File: config.mk
export PLATFORM = sky130hd
export DESIGN_NAME = fp8_fp32_converter_top
export DESIGN_NICKNAME = d
export VERILOG_FILES = /design/src/fp8c_pkg.sv /design/src/fp8c_decode.sv /design/src/fp8c_align.sv /design/src/fp8c_round.sv /design/src/fp8_fp32_converter_top.sv
export SDC_FILE = /design/constraint.sdc
export NUM_CORES = 1
export LEC_CHECK = 0
export ABC_AREA = 1
export BUFFER_PORTS_ARGS = -buffer_cell sky130_fd_sc_hd__buf_2
export CELL_PAD_IN_SITES_DETAIL_PLACEMENT = 1
export CELL_PAD_IN_SITES_GLOBAL_PLACEMENT = 2
export CORE_MARGIN = 4
export CORE_UTILIZATION = 30
export CTS_CLUSTER_DIAMETER = 150
export CTS_CLUSTER_SIZE = 30
export DETAILED_ROUTE_END_ITERATION = 10
export GPL_TIMING_DRIVEN = 1
export PLACE_DENSITY = 0.83
export SKIP_LAST_GASP = 1
export SLEW_MARGIN = 40
export SYNTH_ARGS = -nofsm -noshare
export SYNTH_HDL_FRONTEND = slang
export SYNTH_SLANG_ARGS = --single-unit
File: constraint.sdc
create_clock -name aclk -period 2.9 [get_ports aclk]
set_input_delay 0.145 -clock aclk [delete_from_list [all_inputs] [get_ports aclk]]
set_output_delay 0.145 -clock aclk [all_outputs]
set_load 0.02 [all_outputs]
File: src/fp8c_pkg.sv
`default_nettype none

package fp8c_pkg;

    typedef enum logic [1:0] {
        ACT_E4M3_TO_FP32 = 2'd0,
        ACT_E5M2_TO_FP32 = 2'd1,
        ACT_FP32_TO_E4M3 = 2'd2,
        ACT_FP32_TO_E5M2 = 2'd3
    } action_t;

    localparam logic [31:0] FP32_QNAN   = 32'h7fc0_0000;
    localparam logic [31:0] FP32_INF    = 32'h7f80_0000;
    localparam logic [7:0]  E4M3_INF    = 8'h78;
    localparam logic [7:0]  E5M2_INF    = 8'h7c;
    localparam logic [7:0]  FP8_NAN     = 8'h7f;
    localparam logic [22:0] FP32_FRAC0  = 23'd0;

    localparam logic signed [9:0] FP32_BIAS = 10'sd127;
    localparam logic signed [9:0] E4M3_BIAS = 10'sd7;
    localparam logic signed [9:0] E5M2_BIAS = 10'sd15;
    localparam logic signed [9:0] E4M3_EMAX = 10'sd15;
    localparam logic signed [9:0] E5M2_EMAX = 10'sd31;
    // Lowest unbiased-to-FP8 exponent that can still round to a nonzero subnormal
    localparam logic signed [9:0] E4M3_EMIN = -10'sd3;
    localparam logic signed [9:0] E5M2_EMIN = -10'sd2;

    // Right shift of the 24-bit significand for a normal FP8 result
    localparam logic [4:0] E4M3_NSHIFT = 5'd20;
    localparam logic [4:0] E5M2_NSHIFT = 5'd21;

    // FP32 exponent = FP8 exponent + (127 - bias)
    localparam logic [7:0] E4M3_WOFS = 8'd120;
    localparam logic [7:0] E5M2_WOFS = 8'd112;

    // Stage 1 -> stage 2 payload
    typedef struct packed {
        logic        done;    // word already final
        logic [31:0] word;
        logic        narrow;  // FP32 to FP8
        logic        e5m2;
        logic        sign;
        logic [4:0]  expo;    // FP8 exponent field (widening)
        logic [2:0]  man;     // FP8 fraction, left aligned (widening)
        logic [23:0] sig;     // FP32 significand with hidden bit (narrowing)
        logic [4:0]  shamt;   // right shift of sig (narrowing)
        logic [4:0]  base;    // FP8 exponent field minus one, or zero
    } dec_t;

    // Stage 2 -> stage 3 payload
    typedef struct packed {
        logic        done;
        logic [31:0] word;
        logic        narrow;
        logic        e5m2;
        logic        sign;
        logic [3:0]  q;
        logic        guard;
        logic        sticky;
        logic [4:0]  base;
    } shf_t;

endpackage

`default_nettype wire

File: src/fp8c_decode.sv
`default_nettype none

module fp8c_decode
    import fp8c_pkg::*;
(
    input  wire logic        aclk,
    input  wire logic        aresetn,
    input  wire logic        in_valid,
    output logic             in_ready,
    input  wire action_t     in_action,
    input  wire logic [31:0] in_operand,
    output logic             out_valid,
    input  wire logic        out_ready,
    output dec_t             out_data
);

    logic valid_reg;
    dec_t data_reg;
    dec_t data_next;

    always_comb begin
        logic              narrow;
        logic              e5m2;
        logic [7:0]        exp8;
        logic [22:0]       frac;
        logic signed [9:0] bias;
        logic signed [9:0] emax;
        logic signed [9:0] emin;
        logic signed [9:0] ef;
        logic signed [9:0] ext;
        logic [7:0]        inf8;
        logic [4:0]        nshift;
        logic [4:0]        fe;
        logic [2:0]        fm;
        logic              fe_max;

        unique case (in_action)
            ACT_E4M3_TO_FP32: begin narrow = 1'b0; e5m2 = 1'b0; end
            ACT_E5M2_TO_FP32: begin narrow = 1'b0; e5m2 = 1'b1; end
            ACT_FP32_TO_E4M3: begin narrow = 1'b1; e5m2 = 1'b0; end
            ACT_FP32_TO_E5M2: begin narrow = 1'b1; e5m2 = 1'b1; end
            default:          begin narrow = 1'b0; e5m2 = 1'b0; end
        endcase

        exp8   = in_operand[30:23];
        frac   = in_operand[22:0];
        bias   = e5m2 ? E5M2_BIAS : E4M3_BIAS;
        emax   = e5m2 ? E5M2_EMAX : E4M3_EMAX;
        emin   = e5m2 ? E5M2_EMIN : E4M3_EMIN;
        inf8   = e5m2 ? E5M2_INF : E4M3_INF;
        nshift = e5m2 ? E5M2_NSHIFT : E4M3_NSHIFT;
        ef     = $signed({2'b00, exp8}) - FP32_BIAS + bias;
        ext    = 10'sd1 - ef;
        fe     = e5m2 ? in_operand[6:2] : {1'b0, in_operand[6:3]};
        fm     = e5m2 ? {in_operand[1:0], 1'b0} : in_operand[2:0];
        fe_max = e5m2 ? (fe == 5'd31) : (fe == 5'd15);

        data_next        = '0;
        data_next.narrow = narrow;
        data_next.e5m2   = e5m2;
        data_next.sign   = narrow ? in_operand[31] : in_operand[7];
        data_next.expo   = fe;
        data_next.man    = fm;
        data_next.sig    = {1'b1, frac};

        if (narrow) begin
            if (exp8 == 8'hff) begin
                data_next.done = 1'b1;
                data_next.word = (frac != FP32_FRAC0) ? {24'd0, FP8_NAN}
                                                      : {24'd0, in_operand[31], inf8[6:0]};
            end else if (exp8 == 8'h00 || ef < emin) begin
                // zero, FP32 subnormal, or below half the smallest subnormal
                data_next.done = 1'b1;
                data_next.word = {24'd0, in_operand[31], 7'd0};
            end else if (ef >= emax) begin
                data_next.done = 1'b1;
                data_next.word = {24'd0, in_operand[31], inf8[6:0]};
            end else if (ef > 10'sd0) begin
                data_next.base  = ef[4:0] - 5'd1;
                data_next.shamt = nshift;
            end else begin
                data_next.base  = 5'd0;
                data_next.shamt = nshift + ext[4:0];
            end
        end else begin
            if (fe_max) begin
                data_next.done = 1'b1;
                data_next.word = (fm != 3'd0) ? FP32_QNAN
                                              : {in_operand[7], FP32_INF[30:0]};
            end else if (fe == 5'd0 && fm == 3'd0) begin
                data_next.done = 1'b1;
                data_next.word = {in_operand[7], 31'd0};
            end
        end
    end

    assign in_ready = !valid_reg || out_ready;

    always_ff @(posedge aclk) begin
        if (!aresetn) begin
            valid_reg <= 1'b0;
        end else if (in_ready) begin
            valid_reg <= in_valid;
        end
    end

    always_ff @(posedge aclk) begin
        if (in_ready && in_valid) begin
            data_reg <= data_next;
        end
    end

    assign out_valid = valid_reg;
    assign out_data  = data_reg;

    // A widening item left for later stages is never a signed zero
    assert property (@(posedge aclk) disable iff (!aresetn)
        valid_reg && !data_reg.done && !data_reg.narrow
        |-> (data_reg.expo != 5'd0 || data_reg.man != 3'd0))
        else $error("fp8c_decode: zero operand passed on as work");

endmodule

`default_nettype wire

File: src/fp8c_align.sv
`default_nettype none

module fp8c_align
    import fp8c_pkg::*;
(
    input  wire logic aclk,
    input  wire logic aresetn,
    input  wire logic in_valid,
    output logic      in_ready,
    input  wire dec_t in_data,
    output logic      out_valid,
    input  wire logic out_ready,
    output shf_t      out_data
);

    logic valid_reg;
    shf_t data_reg;
    shf_t data_next;

    always_comb begin
        logic [7:0]  ofs;
        logic [7:0]  e32;
        logic [2:0]  frac3;
        logic [1:0]  k;
        logic [4:0]  gpos;
        logic [23:0] mask;
        logic [23:0] shifted;

        ofs     = in_data.e5m2 ? E5M2_WOFS : E4M3_WOFS;
        gpos    = in_data.shamt - 5'd1;
        mask    = (24'd1 << gpos) - 24'd1;
        shifted = in_data.sig >> in_data.shamt;

        // leading one of the FP8 subnormal fraction
        priority if (in_data.man[2]) begin
            k = 2'd1;
        end else if (in_data.man[1]) begin
            k = 2'd2;
        end else begin
            k = 2'd3;
        end

        if (in_data.expo == 5'd0) begin
            e32   = ofs + 8'd1 - {6'd0, k};
            frac3 = 3'(in_data.man << k);
        end else begin
            e32   = ofs + {3'd0, in_data.expo};
            frac3 = in_data.man;
        end

        data_next        = '0;
        data_next.narrow = in_data.narrow;
        data_next.e5m2   = in_data.e5m2;
        data_next.sign   = in_data.sign;
        data_next.base   = in_data.base;
        data_next.q      = shifted[3:0];
        data_next.guard  = in_data.sig[gpos];
        data_next.sticky = |(in_data.sig & mask);

        if (in_data.done) begin
            data_next.done = 1'b1;
            data_next.word = in_data.word;
        end else if (!in_data.narrow) begin
            data_next.done = 1'b1;
            data_next.word = {in_data.sign, e32, frac3, 20'd0};
        end
    end

    assign in_ready = !valid_reg || out_ready;

    always_ff @(posedge aclk) begin
        if (!aresetn) begin
            valid_reg <= 1'b0;
        end else if (in_ready) begin
            valid_reg <= in_valid;
        end
    end

    always_ff @(posedge aclk) begin
        if (in_ready && in_valid) begin
            data_reg <= data_next;
        end
    end

    assign out_valid = valid_reg;
    assign out_data  = data_reg;

    // Narrowing work always shifts the significand by 20 to 24 places
    assert property (@(posedge aclk) disable iff (!aresetn)
        in_valid && !in_data.done && in_data.narrow
        |-> (in_data.shamt >= 5'd20 && in_data.shamt <= 5'd24))
        else $error("fp8c_align: shift amount out of range");

endmodule

`default_nettype wire

File: src/fp8c_round.sv
`default_nettype none

module fp8c_round
    import fp8c_pkg::*;
(
    input  wire logic        aclk,
    input  wire logic        aresetn,
    input  wire logic        in_valid,
    output logic             in_ready,
    input  wire shf_t        in_data,
    output logic             out_valid,
    input  wire logic        out_ready,
    output logic [31:0]      out_word
);

    logic        valid_reg;
    logic        narrow_reg;
    logic [31:0] word_reg;
    logic [31:0] word_next;

    always_comb begin
        logic       rup;
        logic [7:0] fld;
        logic [7:0] sum;
        logic [7:0] inf8;

        rup  = in_data.guard && (in_data.sticky || in_data.q[0]);
        fld  = in_data.e5m2 ? {1'b0, in_data.base, 2'b00} : {in_data.base, 3'b000};
        sum  = fld + {4'd0, in_data.q} + {7'd0, rup};
        inf8 = in_data.e5m2 ? E5M2_INF : E4M3_INF;

        if (in_data.done) begin
            word_next = in_data.word;
        end else if (sum >= inf8) begin
            // rounding carried into the reserved exponent
            word_next = {24'd0, in_data.sign, inf8[6:0]};
        end else begin
            word_next = {24'd0, in_data.sign, sum[6:0]};
        end
    end

    assign in_ready = !valid_reg || out_ready;

    always_ff @(posedge aclk) begin
        if (!aresetn) begin
            valid_reg <= 1'b0;
        end else if (in_ready) begin
            valid_reg <= in_valid;
        end
    end

    always_ff @(posedge aclk) begin
        if (in_ready && in_valid) begin
            word_reg   <= word_next;
            narrow_reg <= in_data.narrow;
        end
    end

    assign out_valid = valid_reg;
    assign out_word  = word_reg;

    // FP8 results are zero-extended bytes
    assert property (@(posedge aclk) disable iff (!aresetn)
        valid_reg && narrow_reg |-> word_reg[31:8] == 24'd0)
        else $error("fp8c_round: narrowed result has upper bits set");

endmodule

`default_nettype wire

File: src/fp8_fp32_converter_top.sv
// FP8 (E4M3 / E5M2) <-> FP32 format converter.
//
// Input channel (s_): one beat per conversion. s_tuser selects the action:
// E4M3 to FP32, E5M2 to FP32, FP32 to E4M3 or FP32 to E5M2. s_tdata holds
// the FP32 pattern, or the FP8 byte in bits 7..0 when widening.
// Result channel (m_): one beat per input beat, in order. m_tdata holds the
// FP32 pattern, or the FP8 byte zero-extended when narrowing.
//
// Pipeline: three register stages (decode, align, round/pack); m_tvalid and
// m_tdata come straight from the round/pack registers.
// Throughput: one beat per cycle while m_tready stays high. Each stage has
// its own valid bit and takes a new beat whenever it is empty or its
// contents move on, so bubbles are squeezed out while the output stalls.
// A stall on m_tready holds each full stage with no bubble ahead; s_tready drops once all
// three stages are full. Nothing is lost or repeated.
// Reset (aresetn low, synchronous) empties all stages; there is no other
// state and no configuration.
`default_nettype none

module fp8_fp32_converter_top
    import fp8c_pkg::*;
(
    input  wire logic        aclk,
    input  wire logic        aresetn,
    input  wire logic        s_tvalid,
    output logic             s_tready,
    input  wire logic [31:0] s_tdata,   // [31:0] operand_bits
    input  wire logic [1:0]  s_tuser,   // [1:0] action
    output logic             m_tvalid,
    input  wire logic        m_tready,
    output logic [31:0]      m_tdata    // [31:0] converted_bits
);

    // decode -> align
    logic dec_valid;
    logic dec_ready;
    dec_t dec_data;

    // align -> round
    logic shf_valid;
    logic shf_ready;
    shf_t shf_data;

    // Classify, catch specials and set up the shift
    fp8c_decode u_decode (
        .aclk       (aclk),
        .aresetn    (aresetn),
        .in_valid   (s_tvalid),
        .in_ready   (s_tready),
        .in_action  (action_t'(s_tuser)),
        .in_operand (s_tdata),
        .out_valid  (dec_valid),
        .out_ready  (dec_ready),
        .out_data   (dec_data)
    );

    // Normalize FP8 subnormals; shift the FP32 significand, extract guard and sticky
    fp8c_align u_align (
        .aclk      (aclk),
        .aresetn   (aresetn),
        .in_valid  (dec_valid),
        .in_ready  (dec_ready),
        .in_data   (dec_data),
        .out_valid (shf_valid),
        .out_ready (shf_ready),
        .out_data  (shf_data)
    );

    // Round to nearest even, saturate to infinity, drive the result beat
    fp8c_round u_round (
        .aclk      (aclk),
        .aresetn   (aresetn),
        .in_valid  (shf_valid),
        .in_ready  (shf_ready),
        .in_data   (shf_data),
        .out_valid (m_tvalid),
        .out_ready (m_tready),
        .out_word  (m_tdata)
    );

    // A draining output never backs up to the input
    assert property (@(posedge aclk) disable iff (!aresetn)
        m_tready |-> s_tready)
        else $error("fp8_fp32_converter_top: input stalled while output drains");

    // The input only stalls when every stage holds a beat
    assert property (@(posedge aclk) disable iff (!aresetn)
        !s_tready |-> (dec_valid && shf_valid && m_tvalid))
        else $error("fp8_fp32_converter_top: input stalled with a bubble inside");

endmodule

`default_nettype wire
==> metrics.md, run 1 <==
| Metric | Value |
|---|---|
| Ys Warns | `0` |
| Hpwl dp | `16700 µm` |
| Asr flop ratio synth | `0%` |
| Fin nets | `1023` |
| Final std cells w/o fill | `1281` |
| Die area | `26000 µm²` |
| Most frequent cells after synthesis | `nand2_1, inv_1, edfxtp_1, nor2_1, nand3_1` |
| Port Buf Inserts | `59` |
| Sequential standard cell area | `3060 µm²` |
| Crit-path max FO | `33` |
| Synthesized area per cell | `8.16 µm²` |
| Post-Syn Area | `7060 µm²` |
| CTS root buffer | `clkbuf_16` |
| Crit-path leading delay family | `simple AND/OR/NAND/NOR gates` |
| Largest family of logic cells by synthesized area | `simple AND/OR/NAND/NOR gates` |
| CTS Buf Count | `9` |
| Global-route wire length before repair | `33400 µm` |
| Synth unique cells | `50` |
| Req. time, crit path | `3010 ps` |
| Routed len/inst | `16.4 µm` |
| Largest net degree at the start of global routing | `34` |
| Total track usage | `16.1%` |
| VDD IR-drop max | `0.233 mV` |
| # DRC | `0` |
| Drt via density | `4.76` |
| N_diodes | `0` |
| CP max stage delay | `440 ps` |
| Fin. max-slew vios | `0` |
| Clock Pin Slew Worst Setup and Hold Paths | `70 ps` |
| Core ar. | `22900 µm²` |
| Post-synthesis compound-gate area fraction | `9.31%` |
| Count leader, synth | `nand2_1` |
| Design Power | `3.95 mW` |
| Crit-path most repeated cell | `nand2_1` |
| Outcome | `complete, no violations` |
| DIE HEIGHT | `161 µm` |
| Initial core utilization | `30.8%` |
| Routed via count | `6099` |
| DRT Pass-1 Iters | `5` |
| Final setup vio count | `0` |
| Dpl cells | `1239` |
| Post-route clock period utilization | `94.8%` |
| CTS tree | `built` |
| Final Hold Fails | `0` |
| Slowest-stage cell, CP | `edfxtp_1` |
| Final global-route overflow total | `0` |
| Routability cong. | `0.939` |
| Hold crit path type | `input pin to register` |
| Synth-to-layout area growth | `19.6%` |
| Total routed wirelength | `21000 µm` |
| Row cnt | `55` |
| Crit-path cells | `buf_4 > buf_12 > ha_1 > inv_1 > nor2_4 > nand2_1 > nor2_4 > nor2_2 > nand2_1 > nor2_2 > nand3_1 > nand3_1 > nand2_1 > nor2_1 > nand2_1 > nor2_1 > nand2_1` |
| Post-Route Skew | `8.82 ps` |
| Ranking of synthesized cells by area | `edfxtp_1, nand2_1, inv_1` |
| Clock Path Buffers | `2` |
| Multi-input gate area | `3500 µm²` |
| Worst path buffer plus inverter count | `3` |
| Vias in the first global route | `6090` |
| Cell count after synthesis | `865` |
| Max-Cap Viols | `0` |
| Die Width | `161 µm` |
| Pleak | `3.89 nW` |
| Post-synthesis adder-cell area fraction | `3.90%` |
| Met2 routed WL | `9650 µm` |
| Dominant cell type by area after synthesis | `edfxtp_1` |
| Util after Layout | `36.8%` |
| H-tree level count | `3` |
| Clk_lat worst skew | `350 ps` |
| Post-synth top flop | `edfxtp_1` |
| CP Data Arrival Time | `2860 ps` |
| Number of synthesized register bits | `103` |
| Post-Route Setup TNS | `0 ps` |
| Crit start category | `register` |
| Top-area cell type share of the netlist area | `42.5%` |
| Worst Tran Pin Value | `659 ps` |
| Highest routed layer | `met4` |
| M1 WL | `10300 µm` |
| CTS sink cnt | `103` |
| Mux share of post-synthesis cell area | `0.851%` |
| Minimum clock period | `2750 ps` |
| Filler cell count | `2788` |
| Fin Hold WS | `21.5 ps` |
| Critical Path Sink Type | `register` |
| Setup CP Type | `register to register` |
| Synth Area in Simple Gates | `30.7%` |
| Post-DRT Antenna Nets | `0` |
| Power density cells | `468 nW/µm²` |
| Relative slew slack | `56.0%` |
| Initial antenna violation count | `0` |
| IO Pins | `72` |
| Initial drt markers | `411` |
| Synth Area in XOR/XNOR | `2.48%` |
| Post-synth EDFFs | `100` |
| Share of cells above drive strength 1 | `21.0%` |
| Peak Freq | `364 MHz` |
| Post-synthesis sequential area ratio | `43.4%` |
| Met3 WL | `857 µm` |
[sequential cells by signal, summed over array words and instances (netlist names)]
register and count:
u_round.out_word 19, u_align.out_data 29, u_round.out_valid 1, u_align.out_valid 1
u_decode.out_valid 1, u_decode.out_data 52
[worst paths after layout]
path                                      start                         endpoint  cells after the start  slack (ps)
max          u_decode.out_data[5]$_SDFFCE_PP0P_    u_align.out_data[5]$_DFFE_PP_                     17         150
min                                 s_tdata[20]  u_decode.out_data[30]$_DFFE_PP_                      1          20
max reg2reg  u_decode.out_data[5]$_SDFFCE_PP0P_    u_align.out_data[5]$_DFFE_PP_                     17         150
min reg2reg  u_decode.out_data[1]$_SDFFCE_PP0P_    u_align.out_data[1]$_DFFE_PP_                      0         420
[power by group]
group,internal (mW),total (mW),switching [mW]
Sequential,1.72,1.77,0.0518
Combinational,0.354,0.991,0.637
Clock,0.608,1.18,0.574
Total,2.68,3.95,1.26
[metrics by stage]
step	setup slack, ps	area, µm²
after global routing	-41.1	8440
after detailed placement	85.7	7790
final	150	8440
after floorplan	27.3	7110
after CTS	67.0	8200
after global placement	86.3	7790
[layout by cell type (no fill, tap or decap), drive strengths merged, types with 2 or more instances in the layout]
master	count
a211oi	2
a21oi	27
a32o	4
buf	98
clkbuf	10
clkinvlp	2
conb	12
dfxtp	3
dlygate4sd3	11
edfxtp	100
ha	22
inv	120
mux2i	6
nand2	237
nand3	75
nand3b	4
nand4	11
nor2	100
nor3	9
nor3b	2
nor4	3
o2111ai	3
o211ai	7
o21a	2
o21ai	50
o22ai	4
o31ai	4
or2	8
or4	2
xnor2	9
xor2	11
[cell type report]
| cell class | count | area share [%] |
|---|---|---|
| Clock inverter | 6 | 0.771 |
| Clock buffer | 10 | 2.71 |
| Timing Repair Buffer | 109 | 8.87 |
| Multi-Input combinational cell | 623 | 41.5 |
| Tap cell | 313 | 4.64 |
| Sequential cell | 103 | 36.3 |
| Inverter | 117 | 5.26 |
[metal layers]
layer	vias up	GRT usage, %
met4	0	3.45
met5	-	0
li1	3049	-
met3	14	2.30
met1	2887	23.2
met2	149	25.8
[timing repair]
item                       in CTS  in global routing
hold endpoints to repair       11                  0
hold buffers                   11                  0
setup endpoints to repair       0                  1
gates resized for setup         0                 29
setup buffers                   0                 15
[kinds of logic after synthesis]
logic type / after synthesis
buffers and inverters: 150
other: 1
and+or+nand+nor: 452
DFF: 103
adders and majority gates: 22
AOI/OAI and AO/OA: 111
muxes: 6
xor gates and xnor gates: 20
Power figures use the tool's default switching activity.
==> inputs of run 2 (changes only) <==
--- a/config.mk
+++ b/config.mk
@@ -15,6 +15,7 @@
 export CTS_CLUSTER_SIZE = 30
 export DETAILED_ROUTE_END_ITERATION = 10
 export GPL_TIMING_DRIVEN = 1
+export MAX_ROUTING_LAYER = met4
 export PLACE_DENSITY = 0.83
 export SKIP_LAST_GASP = 1
 export SLEW_MARGIN = 40
==> metrics.md, run 2 (synthesized netlist as in run 1, its figures left out) <==
| Metric | Value |
|---|---|
| Final setup vio count | `0 (unchanged)` |
| Total track usage | `16.3% (+0.20 points)` |
| Worst Setup SP | `u_decode.out_data[5]$_SDFFCE_PP0P_` |
| Fin nets | `1021 (-0.20%)` |
| Post-route clock period utilization | `93.9% (-0.95 points)` |
| P_sw | `1.29 mW (+2.3%)` |
| DIE HEIGHT | `161 µm (unchanged)` |
| Flop2flop setup slack | `180 ps (+30 ps)` |
| CTS root buffer | `clkbuf_16` |
| CTS Buf Count | `9 (unchanged)` |
| Most common cell after layout, fill and taps aside | `nand2_1` |
| Hold crit path type | `input pin to register` |
| Largest net degree at the start of global routing | `34 (unchanged)` |
| Reg power frac | `44.7% (-0.3 points)` |
| CTS tree | `built` |
| Routed len/inst | `16.1 µm (-1.5%)` |
| Die Width | `161 µm (unchanged)` |
| Commonest non-fill, non-tap cells in the layout | `nand2_1, inv_1, edfxtp_1, nor2_1, nand3_1` |
| Hpwl dp | `16700 µm (-0.40%)` |
| RR Endpoint | `u_align.out_data[5]$_DFFE_PP_` |
| VDD IR-drop max | `0.230 mV (-1.1%)` |
| Routability cong. | `0.930 (-1.0%)` |
| Core ar. | `22900 µm² (unchanged)` |
| Internal power | `2.67 mW (-0.48%)` |
| Post-DRT Antenna Nets | `0 (unchanged)` |
| Relative slew slack | `51.7% (-4.3 points)` |
| # DRC | `0 (unchanged)` |
| Routed via count | `6072 (-0.44%)` |
| Clk_lat worst skew | `350 ps (about the same)` |
| Peak Freq | `367 MHz (+1.0%)` |
| CP Data Arrival Time | `2830 ps (-30 ps)` |
| Crit-path max FO | `6 (-82%)` |
| Initial antenna violation count | `0 (unchanged)` |
| Reg2Reg Depth | `16 (-1)` |
| Critical Path Sink Type | `register` |
| H-tree level count | `3 (unchanged)` |
| Met2 GRT Util | `23.7% (-2.1 points)` |
| Drt via density | `4.75 (-0.29%)` |
| Minimum clock period | `2720 ps (-27.7 ps)` |
| Total routed wirelength | `20600 µm (-1.6%)` |
| Port Buf Inserts | `59 (unchanged)` |
| Critical path endpoint | `u_align.out_data[5]$_DFFE_PP_` |
| N_diodes | `0 (unchanged)` |
| Max-Cap Viols | `0 (unchanged)` |
| Pre-CTS setup slack | `3.26 ps (-82.4 ps)` |
| Pleak | `3.87 nW (-0.59%)` |
| Final Hold Fails | `0 (unchanged)` |
| Util after Layout | `36.6% (-0.27 points)` |
| Row cnt | `55 (unchanged)` |
| Met3 Use GR | `2.09% (-0.20 points)` |
| Initial core utilization | `30.8% (unchanged)` |
| Final global-route overflow total | `0 (unchanged)` |
| Design Power | `3.96 mW (+0.40%)` |
| CTS sink cnt | `103 (unchanged)` |
| M1 GR Usage | `24.1% (+0.94 points)` |
| Die area | `26000 µm² (unchanged)` |
| Final WS setup | `178 ps (+27.7 ps)` |
| Synth-to-layout area growth | `18.7%` |
| Max FFs per register | `52 (unchanged)` |
| Clock Path Buffers | `2 (unchanged)` |
| Clock Pin Slew Worst Setup and Hold Paths | `70 ps (about the same)` |
| Outcome | `complete, no violations` |
| Vias in the first global route | `5993 (-1.6%)` |
| Crit start category | `register` |
| Fin. max-slew vios | `0 (unchanged)` |
| IO Pins | `72 (unchanged)` |
| Clock power frac | `31.1% (+1.2 points)` |
| Post-Route Skew | `9.74 ps (+0.927 ps)` |
| Req. time, crit path | `3010 ps (about the same)` |
| Global-route wire length before repair | `33100 µm (-0.91%)` |
| Setup CP Type | `register to register` |
| Gr busiest metal | `met1` |
| Worst Tran Pin Value | `718 ps (+58.6 ps)` |
| Share of cells above drive strength 1 | `20.3% (-0.68 points)` |
| Initial drt markers | `392 (-4.6%)` |
| Power density cells | `473 nW/µm² (+1.2%)` |
| R2R Path Start | `u_decode.out_data[5]$_SDFFCE_PP0P_` |
| DRT Pass-1 Iters | `4 (-1)` |
| Sw Ratio | `32.6% (+0.60 points)` |
| Combinational power share | `24.2% (-0.9 points)` |
## run 2: cell count changes in the layout (fill, tap and decap cells not counted), sizes merged
cell and delta:
dlygate4sd3 +3, clkbuf -1, clkinvlp -2, buf -5
clkinv +1, inv +2
## run 2: cell type report
cell class | instances | area, µm²
Multi-Input combinational cell | 623 | 3470
Clock buffer | 9 | 225
Sequential cell | 103 | 3060
Clock inverter | 7 | 78.8
Fill cell | 2822 | 14500
Timing Repair Buffer | 107 | 702
Tap cell | 313 | 392
Inverter | 117 | 447
## run 2: timing repair
item | 4_1_cts | 5_1_grt
setup endpoints to repair | 1 | 1
resized for setup | 1 | 24
hold buffers | 14 | 0
pin swaps | 0 | 2
endpoints found under the hold margin | 14 | 0
buffers inserted | 0 | 3
## run 2: stage by stage
stage	cells	area, µm²	TNS (ps)	hold WS (ps)
final	1279	8380	0	16.1
after global placement	1246	7810	0	340
after detailed placement	1246	7820	0	339
after global routing	1279	8380	-0.693	7.76
after CTS	1276	8270	0	9.36
after floorplan	876	7110	0	244
## run 2: critical path: stages, from the launching register on
cell and delay (ps):
edfxtp_1 470, inv_4 110, ha_4 160, inv_2 40
nand2_1 90, nand2_4 100, nor2_4 210, nand3_2 150
ha_1 240, buf_4 160, or2_2 290, nand3_1 60
o21ai_0 100, inv_1 70, nand3_1 70, nor2_1 110
nand2_1 50
## run 2: worst min path at each step
stage                      from                         endpoint  slack (ps)  depth (start not counted)
floorplan            s_tdata[0]  u_decode.out_data[10]$_DFFE_PP_         240                          0
global placement    s_tdata[10]  u_decode.out_data[20]$_DFFE_PP_         340                          1
detailed placement  s_tdata[10]  u_decode.out_data[20]$_DFFE_PP_         340                          1
CTS                  s_tdata[6]  u_decode.out_data[16]$_DFFE_PP_           9                          1
global route         s_tdata[6]  u_decode.out_data[16]$_DFFE_PP_           8                          1
finish              s_tdata[22]  u_decode.out_data[32]$_DFFE_PP_          20                          1
## run 2: metal layers
metal  wire, µm  vias to the layer above  share of wire [%]
li1           -                     3056                  -
met1      10600                     2859                 51
met2       9060                      139                 44
met3        764                       18                3.7
met4        256                        0                1.2
met5          0                        -                  0
## run 2: power groups by stage
stage / clock, mW / sequential (mW) / combinational [mW]
2_1_floorplan: 0 / 1.80 / 0.648
3_3_place_gp: 0 / 1.81 / 0.900
3_5_place_dp: 0 / 1.81 / 0.908
4_1_cts: 1.26 / 1.78 / 0.927
5_1_grt: 1.32 / 1.78 / 1.07
6_report: 1.23 / 1.77 / 0.958
